[config.mk]
export PLATFORM = sky130hd
export DESIGN_NAME = url_query_field_extractor_flat
export DESIGN_NICKNAME = d
export VERILOG_FILES = /design/src/rtl/core/uqfe_pkg.sv /design/src/rtl/core/uqfe_intf.sv /design/src/rtl/core/url_query_field_extractor.sv /design/src/rtl/core/uqfe_front.sv /design/src/rtl/core/uqfe_fifo.sv /design/src/rtl/core/uqfe_back.sv /design/src/flat_wrapper.sv
export VERILOG_INCLUDE_DIRS = /design/src /design/src/rtl/core
export SDC_FILE = /design/constraint.sdc
export NUM_CORES = 1
export LEC_CHECK = 0
export BUFFER_PORTS_ARGS = -buffer_cell sky130_fd_sc_hd__buf_2
export CAP_MARGIN = 10
export CORE_AREA = 2 2 216 271
export DETAILED_ROUTE_END_ITERATION = 10
export DIE_AREA = 0 0 218 273
export GPL_TIMING_DRIVEN = 1
export SYNTH_ARGS = -nofsm -noshare
export SYNTH_HDL_FRONTEND = slang
export SYNTH_SLANG_ARGS = --single-unit
[constraint.sdc]
create_clock -name clk -period 9.4 [get_ports clk]
set_clock_uncertainty 0.2 [all_clocks]
set_input_delay 1.88 -clock clk [delete_from_list [all_inputs] [get_ports clk]]
set_output_delay 1.88 -clock clk [all_outputs]
set_load 0.05 [all_outputs]
[src/rtl/core/url_query_field_extractor_macros.svh]
// ----------------------------------------------------------------------------
// URL query field extractor assertion macros
// Shared concurrent assertion forms, clocked on clk and held off in reset.
// ----------------------------------------------------------------------------
`ifndef URL_QUERY_FIELD_EXTRACTOR_MACROS_SVH
`define URL_QUERY_FIELD_EXTRACTOR_MACROS_SVH

// Same-cycle implication.
`define UQFE_ASSERT_NOW(lbl, ante, cons, msg) \
  lbl: assert property (@(posedge clk) disable iff (!rst_n) (ante) |-> (cons)) else $error(msg);

// Next-cycle implication.
`define UQFE_ASSERT_NEXT(lbl, ante, cons, msg) \
  lbl: assert property (@(posedge clk) disable iff (!rst_n) (ante) |=> (cons)) else $error(msg);

`endif

[src/rtl/core/uqfe_pkg.sv]
// ----------------------------------------------------------------------------
// uqfe_pkg
// Types and constants shared by the URL query field extractor modules.
// ----------------------------------------------------------------------------
`timescale 1ns / 1ps

package uqfe_pkg;

  typedef enum logic [1:0] {
    PH_IDLE  = 2'd0,
    PH_KEY   = 2'd1,
    PH_VALUE = 2'd2
  } uqfe_phase_t;

  localparam int NUM_NAMES = 4;
  localparam int MAX_TAKES = 3;
  localparam int MAX_RES   = 4;
  localparam int NAME_MAX  = 17;

  localparam logic [7:0] CH_AMP   = 8'h26;
  localparam logic [7:0] CH_EQ    = 8'h3D;
  localparam logic [7:0] CH_QMARK = 8'h3F;
  localparam logic [7:0] CH_PCT   = 8'h25;
  localparam logic [7:0] CH_PLUS  = 8'h2B;
  localparam logic [7:0] CH_SPACE = 8'h20;

  localparam logic [4:0] KPOS_MAX = 5'd31;

  // Names are right-justified: first character sits in the highest used byte.
  localparam logic [NAME_MAX*8-1:0] NAME_TXT [NUM_NAMES] = '{
    "code", "state", "error", {"error", "_description"}
  };
  localparam logic [4:0] NAME_LEN [NUM_NAMES] = '{5'd4, 5'd5, 5'd5, 5'd17};

  typedef logic [1:0] uqfe_field_t;

  // One accepted URL byte, classified: decoded bytes plus parser events.
  typedef struct packed {
    logic                          key_ctx;
    logic [1:0]                    n_take;
    logic [MAX_TAKES-1:0][7:0]     take_byte;
    logic                          upd_raw;
    logic                          raw_clear;
    logic                          ev_key_end;
    logic                          ev_to_value;
    logic                          ev_val_end;
    logic                          ev_start;
    logic                          ev_reset;
  } uqfe_pkt_t;

  typedef struct packed {
    uqfe_field_t field;
    logic        has_byte;
    logic [7:0]  data;
    logic        value_end;
    logic        run_last;
  } uqfe_res_t;

endpackage

[src/rtl/core/uqfe_intf.sv]
// ----------------------------------------------------------------------------
// uqfe channel interfaces
// Valid/ready channels for URL bytes in and extracted field bytes out.
// ----------------------------------------------------------------------------
`timescale 1ns / 1ps

interface uqfe_in_if;
  logic       valid;
  logic       ready;
  logic [7:0] url_byte;
  logic       url_last;

  modport source (output valid, output url_byte, output url_last, input ready);
  modport sink   (input valid, input url_byte, input url_last, output ready);
endinterface

interface uqfe_out_if;
  logic       valid;
  logic       ready;
  logic [1:0] field;
  logic       has_byte;
  logic [7:0] data;
  logic       value_end;
  logic       run_last;

  modport source (output valid, output field, output has_byte, output data,
                  output value_end, output run_last, input ready);
  modport sink   (input valid, input field, input has_byte, input data,
                  input value_end, input run_last, output ready);
endinterface

[src/rtl/core/url_query_field_extractor.sv]
// ----------------------------------------------------------------------------
// url_query_field_extractor
// URL bytes are queued as packets; results leave through an output register.
// Throughput: one URL byte per cycle while the queue has room, one result per
// cycle while out_ch.ready; a byte with k results (up to 4) holds the parser.
// Reset: synchronous rst_n clears phase, decoder, match state and queues.
// ----------------------------------------------------------------------------
`timescale 1ns / 1ps
`include "url_query_field_extractor_macros.svh"

module url_query_field_extractor #(
  parameter int QUEUE_DEPTH = 4
) (
  input  logic       clk,
  input  logic       rst_n,
  uqfe_in_if.sink    in_ch,
  uqfe_out_if.source out_ch
);
  import uqfe_pkg::*;

  logic      q_push, q_full, q_valid, q_pop;
  uqfe_pkt_t q_pkt_in, q_pkt_out;

  uqfe_front u_front (
    .clk     (clk),
    .rst_n   (rst_n),
    .in_ch   (in_ch),
    .q_ready (!q_full),
    .q_push  (q_push),
    .q_pkt   (q_pkt_in)
  );

  uqfe_fifo #(
    .DEPTH (QUEUE_DEPTH)
  ) u_fifo (
    .clk       (clk),
    .rst_n     (rst_n),
    .push      (q_push),
    .din       (q_pkt_in),
    .full      (q_full),
    .pop       (q_pop),
    .not_empty (q_valid),
    .dout      (q_pkt_out)
  );

  uqfe_back u_back (
    .clk     (clk),
    .rst_n   (rst_n),
    .q_valid (q_valid),
    .q_pkt   (q_pkt_out),
    .q_pop   (q_pop),
    .out_ch  (out_ch)
  );

  `UQFE_ASSERT_NOW(a_push_not_full, q_push, !q_full, "packet pushed into full queue")
  `UQFE_ASSERT_NOW(a_pop_not_empty, q_pop, q_valid, "packet popped from empty queue")
  `UQFE_ASSERT_NEXT(a_push_pop_keeps, q_push && q_pop, q_valid, "queue lost a packet")

endmodule

[src/rtl/core/uqfe_front.sv]
// ----------------------------------------------------------------------------
// uqfe_front
// Tracks query phase and percent decoding; turns each byte into a packet.
// ----------------------------------------------------------------------------
`timescale 1ns / 1ps

module uqfe_front (
  input  logic               clk,
  input  logic               rst_n,
  uqfe_in_if.sink            in_ch,
  input  logic               q_ready,
  output logic               q_push,
  output uqfe_pkg::uqfe_pkt_t q_pkt
);
  import uqfe_pkg::*;

  uqfe_phase_t phase_r, phase_nxt, ph_after;
  logic        pct_r, pct_nxt;
  logic        hv_r, hv_nxt;
  logic [7:0]  held_r, held_nxt;

  logic [7:0]                c;
  logic                      last;
  logic                      is_amp, is_eq;

  // feed result
  logic [1:0]                f_n;
  logic [MAX_TAKES-1:0][7:0] f_b;
  logic                      f_pct, f_hv;
  logic [7:0]                f_held;

  // flush of the current and of the post-feed decoder state
  logic [1:0]                cf_n, pf_n;
  logic [1:0][7:0]           cf_b, pf_b;
  logic [1:0]                j;

  function automatic logic is_hex(input logic [7:0] ch);
    return (ch >= 8'h30 && ch <= 8'h39) || (ch >= 8'h61 && ch <= 8'h66) ||
           (ch >= 8'h41 && ch <= 8'h46);
  endfunction

  function automatic logic [3:0] hex_val(input logic [7:0] ch);
    logic [7:0] v;
    if (ch <= 8'h39) v = ch - 8'h30;
    else if (ch >= 8'h61) v = ch - 8'h57;
    else v = ch - 8'h37;
    return v[3:0];
  endfunction

  function automatic logic [7:0] plus_map(input logic [7:0] ch);
    return (ch == CH_PLUS) ? CH_SPACE : ch;
  endfunction

  assign c      = in_ch.url_byte;
  assign last   = in_ch.url_last;
  assign is_amp = (c == CH_AMP);
  assign is_eq  = (c == CH_EQ);

  assign in_ch.ready = q_ready;
  assign q_push      = in_ch.valid && q_ready;

  // percent decoder applied to the incoming byte
  always_comb begin
    f_n    = 2'd0;
    f_b    = '0;
    f_pct  = pct_r;
    f_hv   = hv_r;
    f_held = held_r;
    if (!pct_r) begin
      if (c == CH_PCT) begin
        f_pct = 1'b1;
      end else begin
        f_n    = 2'd1;
        f_b[0] = plus_map(c);
      end
    end else if (!hv_r) begin
      if (is_hex(c)) begin
        f_hv   = 1'b1;
        f_held = c;
      end else begin
        // failed escape: literal '%', then the byte starts afresh
        f_b[0] = CH_PCT;
        f_pct  = 1'b0;
        if (c == CH_PCT) begin
          f_pct = 1'b1;
          f_n   = 2'd1;
        end else begin
          f_n    = 2'd2;
          f_b[1] = plus_map(c);
        end
      end
    end else begin
      f_pct = 1'b0;
      f_hv  = 1'b0;
      if (is_hex(c)) begin
        f_n    = 2'd1;
        f_b[0] = {hex_val(held_r), hex_val(c)};
      end else begin
        f_b[0] = CH_PCT;
        f_b[1] = held_r;
        if (c == CH_PCT) begin
          f_pct = 1'b1;
          f_n   = 2'd2;
        end else begin
          f_n    = 2'd3;
          f_b[2] = plus_map(c);
        end
      end
    end
  end

  always_comb begin
    cf_n = pct_r ? (hv_r ? 2'd2 : 2'd1) : 2'd0;
    cf_b = {held_r, CH_PCT};
    pf_n = f_pct ? (f_hv ? 2'd2 : 2'd1) : 2'd0;
    pf_b = {f_held, CH_PCT};
  end

  // next state
  always_comb begin
    case (phase_r)
      PH_KEY:   ph_after = is_eq ? PH_VALUE : PH_KEY;
      PH_VALUE: ph_after = is_amp ? PH_KEY : PH_VALUE;
      default:  ph_after = (c == CH_QMARK) ? PH_KEY : PH_IDLE;
    endcase
    phase_nxt = last ? PH_IDLE : ph_after;

    pct_nxt  = pct_r;
    hv_nxt   = hv_r;
    held_nxt = held_r;
    if (last || (phase_r == PH_KEY && (is_amp || is_eq)) ||
        (phase_r == PH_VALUE && is_amp)) begin
      pct_nxt  = 1'b0;
      hv_nxt   = 1'b0;
      held_nxt = '0;
    end else if (phase_r == PH_KEY || phase_r == PH_VALUE) begin
      pct_nxt  = f_pct;
      hv_nxt   = f_hv;
      held_nxt = f_held;
    end
  end

  // packet
  always_comb begin
    q_pkt = '0;
    j     = 2'd0;
    case (phase_r)
      PH_KEY: begin
        q_pkt.key_ctx = 1'b1;
        if (is_amp) begin
          q_pkt.ev_key_end = 1'b1;
          q_pkt.ev_start   = 1'b1;
        end else if (is_eq) begin
          q_pkt.n_take         = cf_n;
          q_pkt.take_byte[1:0] = cf_b;
          q_pkt.ev_to_value    = 1'b1;
        end else begin
          q_pkt.n_take    = f_n;
          q_pkt.take_byte = f_b;
          q_pkt.upd_raw   = 1'b1;
          q_pkt.raw_clear = (c == CH_PCT) || (c == CH_PLUS);
        end
      end
      PH_VALUE: begin
        if (is_amp) begin
          q_pkt.n_take         = cf_n;
          q_pkt.take_byte[1:0] = cf_b;
          q_pkt.ev_val_end     = 1'b1;
          q_pkt.ev_start       = 1'b1;
        end else if (last) begin
          // end of URL inside a value: pending escape comes out literally
          q_pkt.n_take = 2'(f_n + pf_n);
          for (int i = 0; i < MAX_TAKES; i++) begin
            j = 2'(i) - f_n;
            if (2'(i) < f_n) q_pkt.take_byte[i] = f_b[i];
            else if (j < pf_n) q_pkt.take_byte[i] = j[0] ? pf_b[1] : pf_b[0];
          end
        end else begin
          q_pkt.n_take    = f_n;
          q_pkt.take_byte = f_b;
        end
      end
      default: begin
        q_pkt.ev_start = (c == CH_QMARK);
      end
    endcase
    if (last) begin
      q_pkt.ev_reset = 1'b1;
      if (ph_after == PH_KEY && !q_pkt.ev_start) q_pkt.ev_key_end = 1'b1;
      if (ph_after == PH_VALUE) q_pkt.ev_val_end = 1'b1;
    end
  end

  always_ff @(posedge clk) begin
    if (!rst_n) begin
      phase_r <= PH_IDLE;
      pct_r   <= 1'b0;
      hv_r    <= 1'b0;
      held_r  <= '0;
    end else if (q_push) begin
      phase_r <= phase_nxt;
      pct_r   <= pct_nxt;
      hv_r    <= hv_nxt;
      held_r  <= held_nxt;
    end
  end

endmodule

[src/rtl/core/uqfe_fifo.sv]
// ----------------------------------------------------------------------------
// uqfe_fifo
// Small packet queue between the classifying front and the parsing back.
// ----------------------------------------------------------------------------
`timescale 1ns / 1ps

module uqfe_fifo #(
  parameter int DEPTH = 4
) (
  input  logic               clk,
  input  logic               rst_n,
  input  logic               push,
  input  uqfe_pkg::uqfe_pkt_t din,
  output logic               full,
  input  logic               pop,
  output logic               not_empty,
  output uqfe_pkg::uqfe_pkt_t dout
);
  import uqfe_pkg::*;

  localparam int AW = (DEPTH > 1) ? $clog2(DEPTH) : 1;
  localparam int CW = $clog2(DEPTH + 1);

  uqfe_pkt_t       mem_r [DEPTH];
  logic [AW-1:0]   wr_ptr_r, wr_ptr_nxt;
  logic [AW-1:0]   rd_ptr_r, rd_ptr_nxt;
  logic [CW-1:0]   cnt_r, cnt_nxt;

  assign full      = (cnt_r == CW'(DEPTH));
  assign not_empty = (cnt_r != '0);
  assign dout      = mem_r[rd_ptr_r];

  always_comb begin
    wr_ptr_nxt = wr_ptr_r;
    rd_ptr_nxt = rd_ptr_r;
    cnt_nxt    = cnt_r;
    if (push) wr_ptr_nxt = (wr_ptr_r == AW'(DEPTH - 1)) ? '0 : wr_ptr_r + 1'b1;
    if (pop)  rd_ptr_nxt = (rd_ptr_r == AW'(DEPTH - 1)) ? '0 : rd_ptr_r + 1'b1;
    if (push && !pop) cnt_nxt = cnt_r + 1'b1;
    else if (pop && !push) cnt_nxt = cnt_r - 1'b1;
  end

  always_ff @(posedge clk) begin
    if (push) mem_r[wr_ptr_r] <= din;
  end

  always_ff @(posedge clk) begin
    if (!rst_n) begin
      wr_ptr_r <= '0;
      rd_ptr_r <= '0;
      cnt_r    <= '0;
    end else begin
      wr_ptr_r <= wr_ptr_nxt;
      rd_ptr_r <= rd_ptr_nxt;
      cnt_r    <= cnt_nxt;
    end
  end

endmodule

[src/rtl/core/uqfe_back.sv]
// ----------------------------------------------------------------------------
// uqfe_back
// Key matching, field routing and result emission through an output stage.
// ----------------------------------------------------------------------------
`timescale 1ns / 1ps

module uqfe_back (
  input  logic               clk,
  input  logic               rst_n,
  input  logic               q_valid,
  input  uqfe_pkg::uqfe_pkt_t q_pkt,
  output logic               q_pop,
  uqfe_out_if.source         out_ch
);
  import uqfe_pkg::*;

  logic [4:0]      kp_r, kp_nxt;
  logic [3:0]      dm_r, dm_nxt;
  logic [3:0]      raw_r, raw_nxt;
  logic [3:0]      seen_r, seen_nxt;
  logic            act_r, act_nxt;
  uqfe_field_t     fld_r, fld_nxt;

  logic            out_valid_r, out_valid_nxt;
  uqfe_res_t       out_r, out_nxt;
  uqfe_res_t       pend_r [MAX_RES-1];
  uqfe_res_t       pend_nxt [MAX_RES-1];
  logic [1:0]      pend_cnt_r, pend_cnt_nxt;

  uqfe_res_t       res [MAX_RES];
  logic [2:0]      res_cnt;
  logic [1:0]      m;
  logic            e_valid;
  uqfe_field_t     e_field;
  logic [2:0]      km, vm;
  logic            out_fire, consume;

  // per-step working copies
  logic [4:0]      kp_c;
  logic [3:0]      dm_c, raw_c, seen_c;
  logic            act_c;
  uqfe_field_t     fld_c;

  function automatic logic name_hit(input logic [1:0] n, input logic [4:0] pos,
                                    input logic [7:0] b);
    logic [4:0] idx;
    logic [7:0] ch;
    idx = NAME_LEN[n] - 5'd1 - pos;
    ch  = NAME_TXT[n][{idx, 3'b000} +: 8];
    return (pos < NAME_LEN[n]) && (ch == b);
  endfunction

  // {found, index}; lowest index wins
  function automatic logic [2:0] find_match(input logic [3:0] mask,
                                            input logic [4:0] pos);
    logic [2:0] r;
    r = '0;
    for (int n = NUM_NAMES - 1; n >= 0; n--) begin
      if (mask[n] && pos == NAME_LEN[n]) r = {1'b1, 2'(n)};
    end
    return r;
  endfunction

  assign out_fire = out_valid_r && out_ch.ready;
  assign consume  = q_valid && (pend_cnt_r == '0) && (!out_valid_r || out_fire);
  assign q_pop    = consume;

  // parser state and result list for the packet at the queue head
  always_comb begin
    kp_c    = kp_r;
    dm_c    = dm_r;
    raw_c   = raw_r;
    seen_c  = seen_r;
    act_c   = act_r;
    fld_c   = fld_r;
    e_valid = 1'b0;
    e_field = '0;
    km      = '0;
    vm      = '0;

    for (int i = 0; i < MAX_TAKES; i++) begin
      if (q_pkt.key_ctx && 2'(i) < q_pkt.n_take) begin
        for (int n = 0; n < NUM_NAMES; n++) begin
          if (!name_hit(2'(n), kp_c, q_pkt.take_byte[i])) dm_c[n] = 1'b0;
        end
        kp_c = (kp_c == KPOS_MAX) ? kp_c : kp_c + 5'd1;
      end
    end
    if (q_pkt.upd_raw) raw_c = (q_pkt.raw_clear ? 4'b0000 : raw_c) & dm_c;

    m = (!q_pkt.key_ctx && act_r) ? q_pkt.n_take : 2'd0;

    if (q_pkt.ev_key_end) begin
      // key without '=': raw key compare, empty value
      km = find_match(raw_c, kp_c);
      if (km[2] && !seen_c[km[1:0]]) begin
        seen_c[km[1:0]] = 1'b1;
        e_valid = 1'b1;
        e_field = km[1:0];
      end
    end
    if (q_pkt.ev_to_value) begin
      vm = find_match(dm_c, kp_c);
      if (vm[2] && !seen_c[vm[1:0]]) begin
        seen_c[vm[1:0]] = 1'b1;
        act_c = 1'b1;
        fld_c = vm[1:0];
      end
    end
    if (q_pkt.ev_val_end) begin
      if (act_c) begin
        e_valid = 1'b1;
        e_field = fld_c;
      end
      act_c = 1'b0;
    end
    if (q_pkt.ev_start || q_pkt.ev_reset) begin
      kp_c  = '0;
      dm_c  = '1;
      raw_c = '1;
      act_c = 1'b0;
      fld_c = '0;
    end
    if (q_pkt.ev_reset) seen_c = '0;

    res_cnt = {1'b0, m} + {2'b00, e_valid};
    for (int i = 0; i < MAX_RES; i++) res[i] = '0;
    for (int i = 0; i < MAX_TAKES; i++) begin
      if (2'(i) < m) begin
        res[i].field    = fld_r;
        res[i].has_byte = 1'b1;
        res[i].data     = q_pkt.take_byte[i];
      end
    end
    if (e_valid) begin
      res[m].field     = e_field;
      res[m].value_end = 1'b1;
      res[m].run_last  = 1'b1;
    end else if (m != 2'd0) begin
      res[m - 2'd1].run_last = 1'b1;
    end

    kp_nxt   = consume ? kp_c   : kp_r;
    dm_nxt   = consume ? dm_c   : dm_r;
    raw_nxt  = consume ? raw_c  : raw_r;
    seen_nxt = consume ? seen_c : seen_r;
    act_nxt  = consume ? act_c  : act_r;
    fld_nxt  = consume ? fld_c  : fld_r;
  end

  // output register with a short shift of pending results
  always_comb begin
    out_valid_nxt = out_valid_r;
    out_nxt       = out_r;
    pend_nxt      = pend_r;
    pend_cnt_nxt  = pend_cnt_r;
    if (consume) begin
      out_valid_nxt = (res_cnt != 3'd0);
      out_nxt       = res[0];
      for (int i = 0; i < MAX_RES - 1; i++) pend_nxt[i] = res[i + 1];
      pend_cnt_nxt  = (res_cnt == 3'd0) ? 2'd0 : 2'(res_cnt - 3'd1);
    end else if (pend_cnt_r != 2'd0 && (!out_valid_r || out_fire)) begin
      out_valid_nxt = 1'b1;
      out_nxt       = pend_r[0];
      for (int i = 0; i < MAX_RES - 2; i++) pend_nxt[i] = pend_r[i + 1];
      pend_cnt_nxt  = pend_cnt_r - 2'd1;
    end else if (out_fire) begin
      out_valid_nxt = 1'b0;
    end
  end

  always_ff @(posedge clk) begin
    if (!rst_n) begin
      kp_r        <= '0;
      dm_r        <= '1;
      raw_r       <= '1;
      seen_r      <= '0;
      act_r       <= 1'b0;
      fld_r       <= '0;
      out_valid_r <= 1'b0;
      pend_cnt_r  <= '0;
    end else begin
      kp_r        <= kp_nxt;
      dm_r        <= dm_nxt;
      raw_r       <= raw_nxt;
      seen_r      <= seen_nxt;
      act_r       <= act_nxt;
      fld_r       <= fld_nxt;
      out_valid_r <= out_valid_nxt;
      pend_cnt_r  <= pend_cnt_nxt;
    end
  end

  always_ff @(posedge clk) begin
    out_r  <= out_nxt;
    pend_r <= pend_nxt;
  end

  assign out_ch.valid     = out_valid_r;
  assign out_ch.field     = out_r.field;
  assign out_ch.has_byte  = out_r.has_byte;
  assign out_ch.data      = out_r.data;
  assign out_ch.value_end = out_r.value_end;
  assign out_ch.run_last  = out_r.run_last;

endmodule

[src/flat_wrapper.sv]
// flat-port wrapper written by rule: the top's interface ports become plain ports
module url_query_field_extractor_flat import uqfe_pkg::*;
#(
  parameter int QUEUE_DEPTH = 4
)
  (clk, rst_n, in_ch_valid, in_ch_url_byte, in_ch_url_last, in_ch_ready, out_ch_valid, out_ch_field, out_ch_has_byte, out_ch_data, out_ch_value_end, out_ch_run_last, out_ch_ready);
  uqfe_in_if in_ch_i ();
  uqfe_out_if out_ch_i ();
  input  logic clk;
  input  logic rst_n;
  input wire logic [$bits(in_ch_i.valid)-1:0] in_ch_valid;
  input wire logic [$bits(in_ch_i.url_byte)-1:0] in_ch_url_byte;
  input wire logic [$bits(in_ch_i.url_last)-1:0] in_ch_url_last;
  output wire logic [$bits(in_ch_i.ready)-1:0] in_ch_ready;
  output wire logic [$bits(out_ch_i.valid)-1:0] out_ch_valid;
  output wire logic [$bits(out_ch_i.field)-1:0] out_ch_field;
  output wire logic [$bits(out_ch_i.has_byte)-1:0] out_ch_has_byte;
  output wire logic [$bits(out_ch_i.data)-1:0] out_ch_data;
  output wire logic [$bits(out_ch_i.value_end)-1:0] out_ch_value_end;
  output wire logic [$bits(out_ch_i.run_last)-1:0] out_ch_run_last;
  input wire logic [$bits(out_ch_i.ready)-1:0] out_ch_ready;
  assign in_ch_i.valid = in_ch_valid;
  assign in_ch_i.url_byte = in_ch_url_byte;
  assign in_ch_i.url_last = in_ch_url_last;
  assign in_ch_ready = in_ch_i.ready;
  assign out_ch_valid = out_ch_i.valid;
  assign out_ch_field = out_ch_i.field;
  assign out_ch_has_byte = out_ch_i.has_byte;
  assign out_ch_data = out_ch_i.data;
  assign out_ch_value_end = out_ch_i.value_end;
  assign out_ch_run_last = out_ch_i.run_last;
  assign out_ch_i.ready = out_ch_ready;
  url_query_field_extractor #(.QUEUE_DEPTH(QUEUE_DEPTH)) u_core (.clk(clk), .rst_n(rst_n), .in_ch(in_ch_i), .out_ch(out_ch_i));
endmodule
==> out/results.txt <==
TritonCTS clock tree - yes
setup_tns - 0 ps
first-pass GRT wire length - 72.2 mm
grt ovf - 0
CTS Hold Bufs - 0
Detailed Route WL - 46.2 mm
Min-Delay Path Class - register to register
status - completed
Mean Syn Cell Area - 9.68 um2
maximum VDD drop - 138 uV
ranking of synthesized cells by area - edfxtp_1 (35%), dfxtp_1 (5.8%), ha_1 (4.8%)
most used cell, CP - ha_1
clock slew at reported path FFs - 60 ps
Async SR Flop Fraction - 0
DRC viols - 0
# IOs - 28
Post-Syn Nets - 1,647
final setup fails - 0
leakage power - 6.04 nW
sequential cell area fraction in the yosys report - 0.411
Worst setup SP type - register
1st-pass router iterations - 8
Max-slew headroom - 0.296
worst slew pin tran - 1040 ps
TritonCTS Buffers - 25
post-CTS setup repair buffer count - 0
cells after synthesis - 1,574
H-tree Lvls - 1
via count - 12,900
Synth Register Bits - 223
Max clock buf depth - 3
Synth area leader - edfxtp_1
DRT iter0 DRCs - 1,180
Initial Utilization - 0.268
Die ar. - 0.0595 mm2
fin crit share - 0.922
kind of critical path - register to register
synthesized cell area - 0.0152 mm2
share of cells above drive strength 1 - 0.120
Clock Latency Late Sink - 550 ps
EDFF count, synth - 179
Placer Congestion - 0.960
clk sinks - 223
crit path max-delay cell type - nor4b_1
CP arrival - 8960 ps
WL/cell - 19.7 um
Max Clk Rate - 0.115 GHz
RSZ-0062 raised after global routing - false
Slew Limit Fails - 0
core box area - 0.0569 mm2
ANT nets after route - 0
Yosys top cell area share - 0.353
DPL Wire Length - 33.5 mm
Cell Pwr Density - 252 mW/mm2
Max Cap Viol - 0
type of destination of the critical path - register
Post-CTS Resized - 0
synth unique cells - 111
count of port buffers added during placement - 27
gr usage total - 0.152
Area growth syn-to-layout - 12.0%
die width - 218 um
cell types with the highest counts after synthesis - edfxtp_1 (179), nand2_1 (175), nor2_1 (131)
Final Hold Fails - 0
Req. time, crit path - 9690 ps
CP Max Fanout - 10
via/cell ratio - 5.50
ys flop type - edfxtp_1
fillcell total - 5,880
largest net degree at the start of global routing - 56
Antenna diodes - 0
Die Ht - 273 um
layout net count - 1,648
post-route core utilization - 0.300
row count - 98
count leader, synth - edfxtp_1
initial antenna violation count - 0
vias in the first global route - 12,500
clock root buffer - clkbuf_16
Ys Warns - 0
Max stage delay on crit path - 600 ps
fin crit period - 8670 ps
## worst paths after layout
kind / from / endpoint / slack (ps) / cells after the start
hold / removal: u_core.u_back.raw_r[0] / u_core.u_back.raw_r[0] / 250 / 2
hold reg to reg: u_core.u_back.raw_r[0] / u_core.u_back.raw_r[0] / 250 / 2
setup / recovery: u_core.u_back.kp_r[0] / u_core.u_back.pend_cnt_r[1] / 730 / 32
setup reg to reg: u_core.u_back.kp_r[0] / u_core.u_back.pend_cnt_r[1] / 730 / 32
## area by class of cell
type	count	area (um2)	area share
sequential	223	6260	0.367
multi-input combinational	1200	8380	0.491
clock buffer	36	707	0.0414
clock inverter	10	144	0.00844
tap	750	938	0.0550
timing repair buffer	60	383	0.0224
inverter	65	248	0.0145
## per-stage QoR
step,total power (W),worst slack [ps],hold slack (ps),instance area [um2],cells
CTS,0.00431,821,252,17100,2344
floorplan,0.00276,1240,221,15200,1574
finish,0.00431,734,254,17100,2344
global route,0.00454,88.0,286,17100,2344
global placement,0.00327,1020,236,16200,2298
detailed placement,0.00328,846,243,16200,2298
## per-layer routing
layer | track usage | routed length (um) | part of all wire | vias up
met4 | 0.0603 | 2000 | 0.043 | 0
met5 | 0 | 0 | 0 | -
met3 | 0.0190 | 2950 | 0.064 | 134
met2 | 0.262 | 22200 | 0.48 | 573
met1 | 0.191 | 19100 | 0.41 | 6240
li1 | - | - | - | 5950
## power breakdown
group	internal [W]	leakage, nW	total, W	switching (W)
sequential	0.00128	2.14	0.00133	0.0000547
combinational	0.000645	3.49	0.00196	0.00131
clock	0.000607	0.411	0.00101	0.000407
total	0.00253	6.04	0.00431	0.00177
## worst max-delay path: cells and delay by family (launching register included)
kind                     cells  cell delay (ps)
buffers and inverters        4              630
flip-flops                   1              310
multiplexers                 2              820
AND/OR/NAND/NOR              4             1280
XOR/XNOR                     1              210
AO/OA/AOI/OAI               16             3750
adder cells (fa/ha/maj)      5             1370
## placed cells by master (no fill, tap or decap), drive strengths merged, types with 13 or more instances in the layout
cell and count:
edfxtp 179, nand2 176, nor2 133, o21ai 97, a21oi 92, inv 61
buf 60, ha 58, nor3 50, nand3 44, dfxtp 44, xnor2 36
clkbuf 36, mux4 31, nor2b 27, and2 26, mux2i 26, a211oi 20
nor4 19, and3 18, o211ai 18, a21boi 17, or3 17, o31ai 17
a22oi 15, o22ai 14, xor2 13, a31oi 13
## registers in the layout (all words and copies together) (netlist names), 2 cells and up, named ones only
name                        flops
u_core.u_back.raw_r             4
u_core.u_fifo.mem_r           136
u_core.u_fifo.rd_ptr_r          2
u_core.u_back.pend_r           30
u_core.u_back.pend_cnt_r        2
u_core.u_back.seen_r            4
u_core.u_back.out_ch.field      2
u_core.u_front.phase_r          2
u_core.u_back.fld_r             2
u_core.u_back.kp_r              5
u_core.u_back.out_ch.data       8
u_core.u_fifo.wr_ptr_r          2
u_core.u_back.dm_r              4
u_core.u_fifo.cnt_r             3
u_core.u_front.held_r           8
## cell families after synthesis
| group | after synthesis | synth area share |
|---|---|---|
| simple gates | 574 | 0.186 |
| fa+ha+maj | 61 | 0.0509 |
| compound gates | 450 | 0.209 |
| buf+inv | 151 | 0.0402 |
| flops | 223 | 0.411 |
| mux | 64 | 0.0702 |
| xor+xnor | 51 | 0.0333 |
Note: power is estimated with default switching activity, not from simulation.
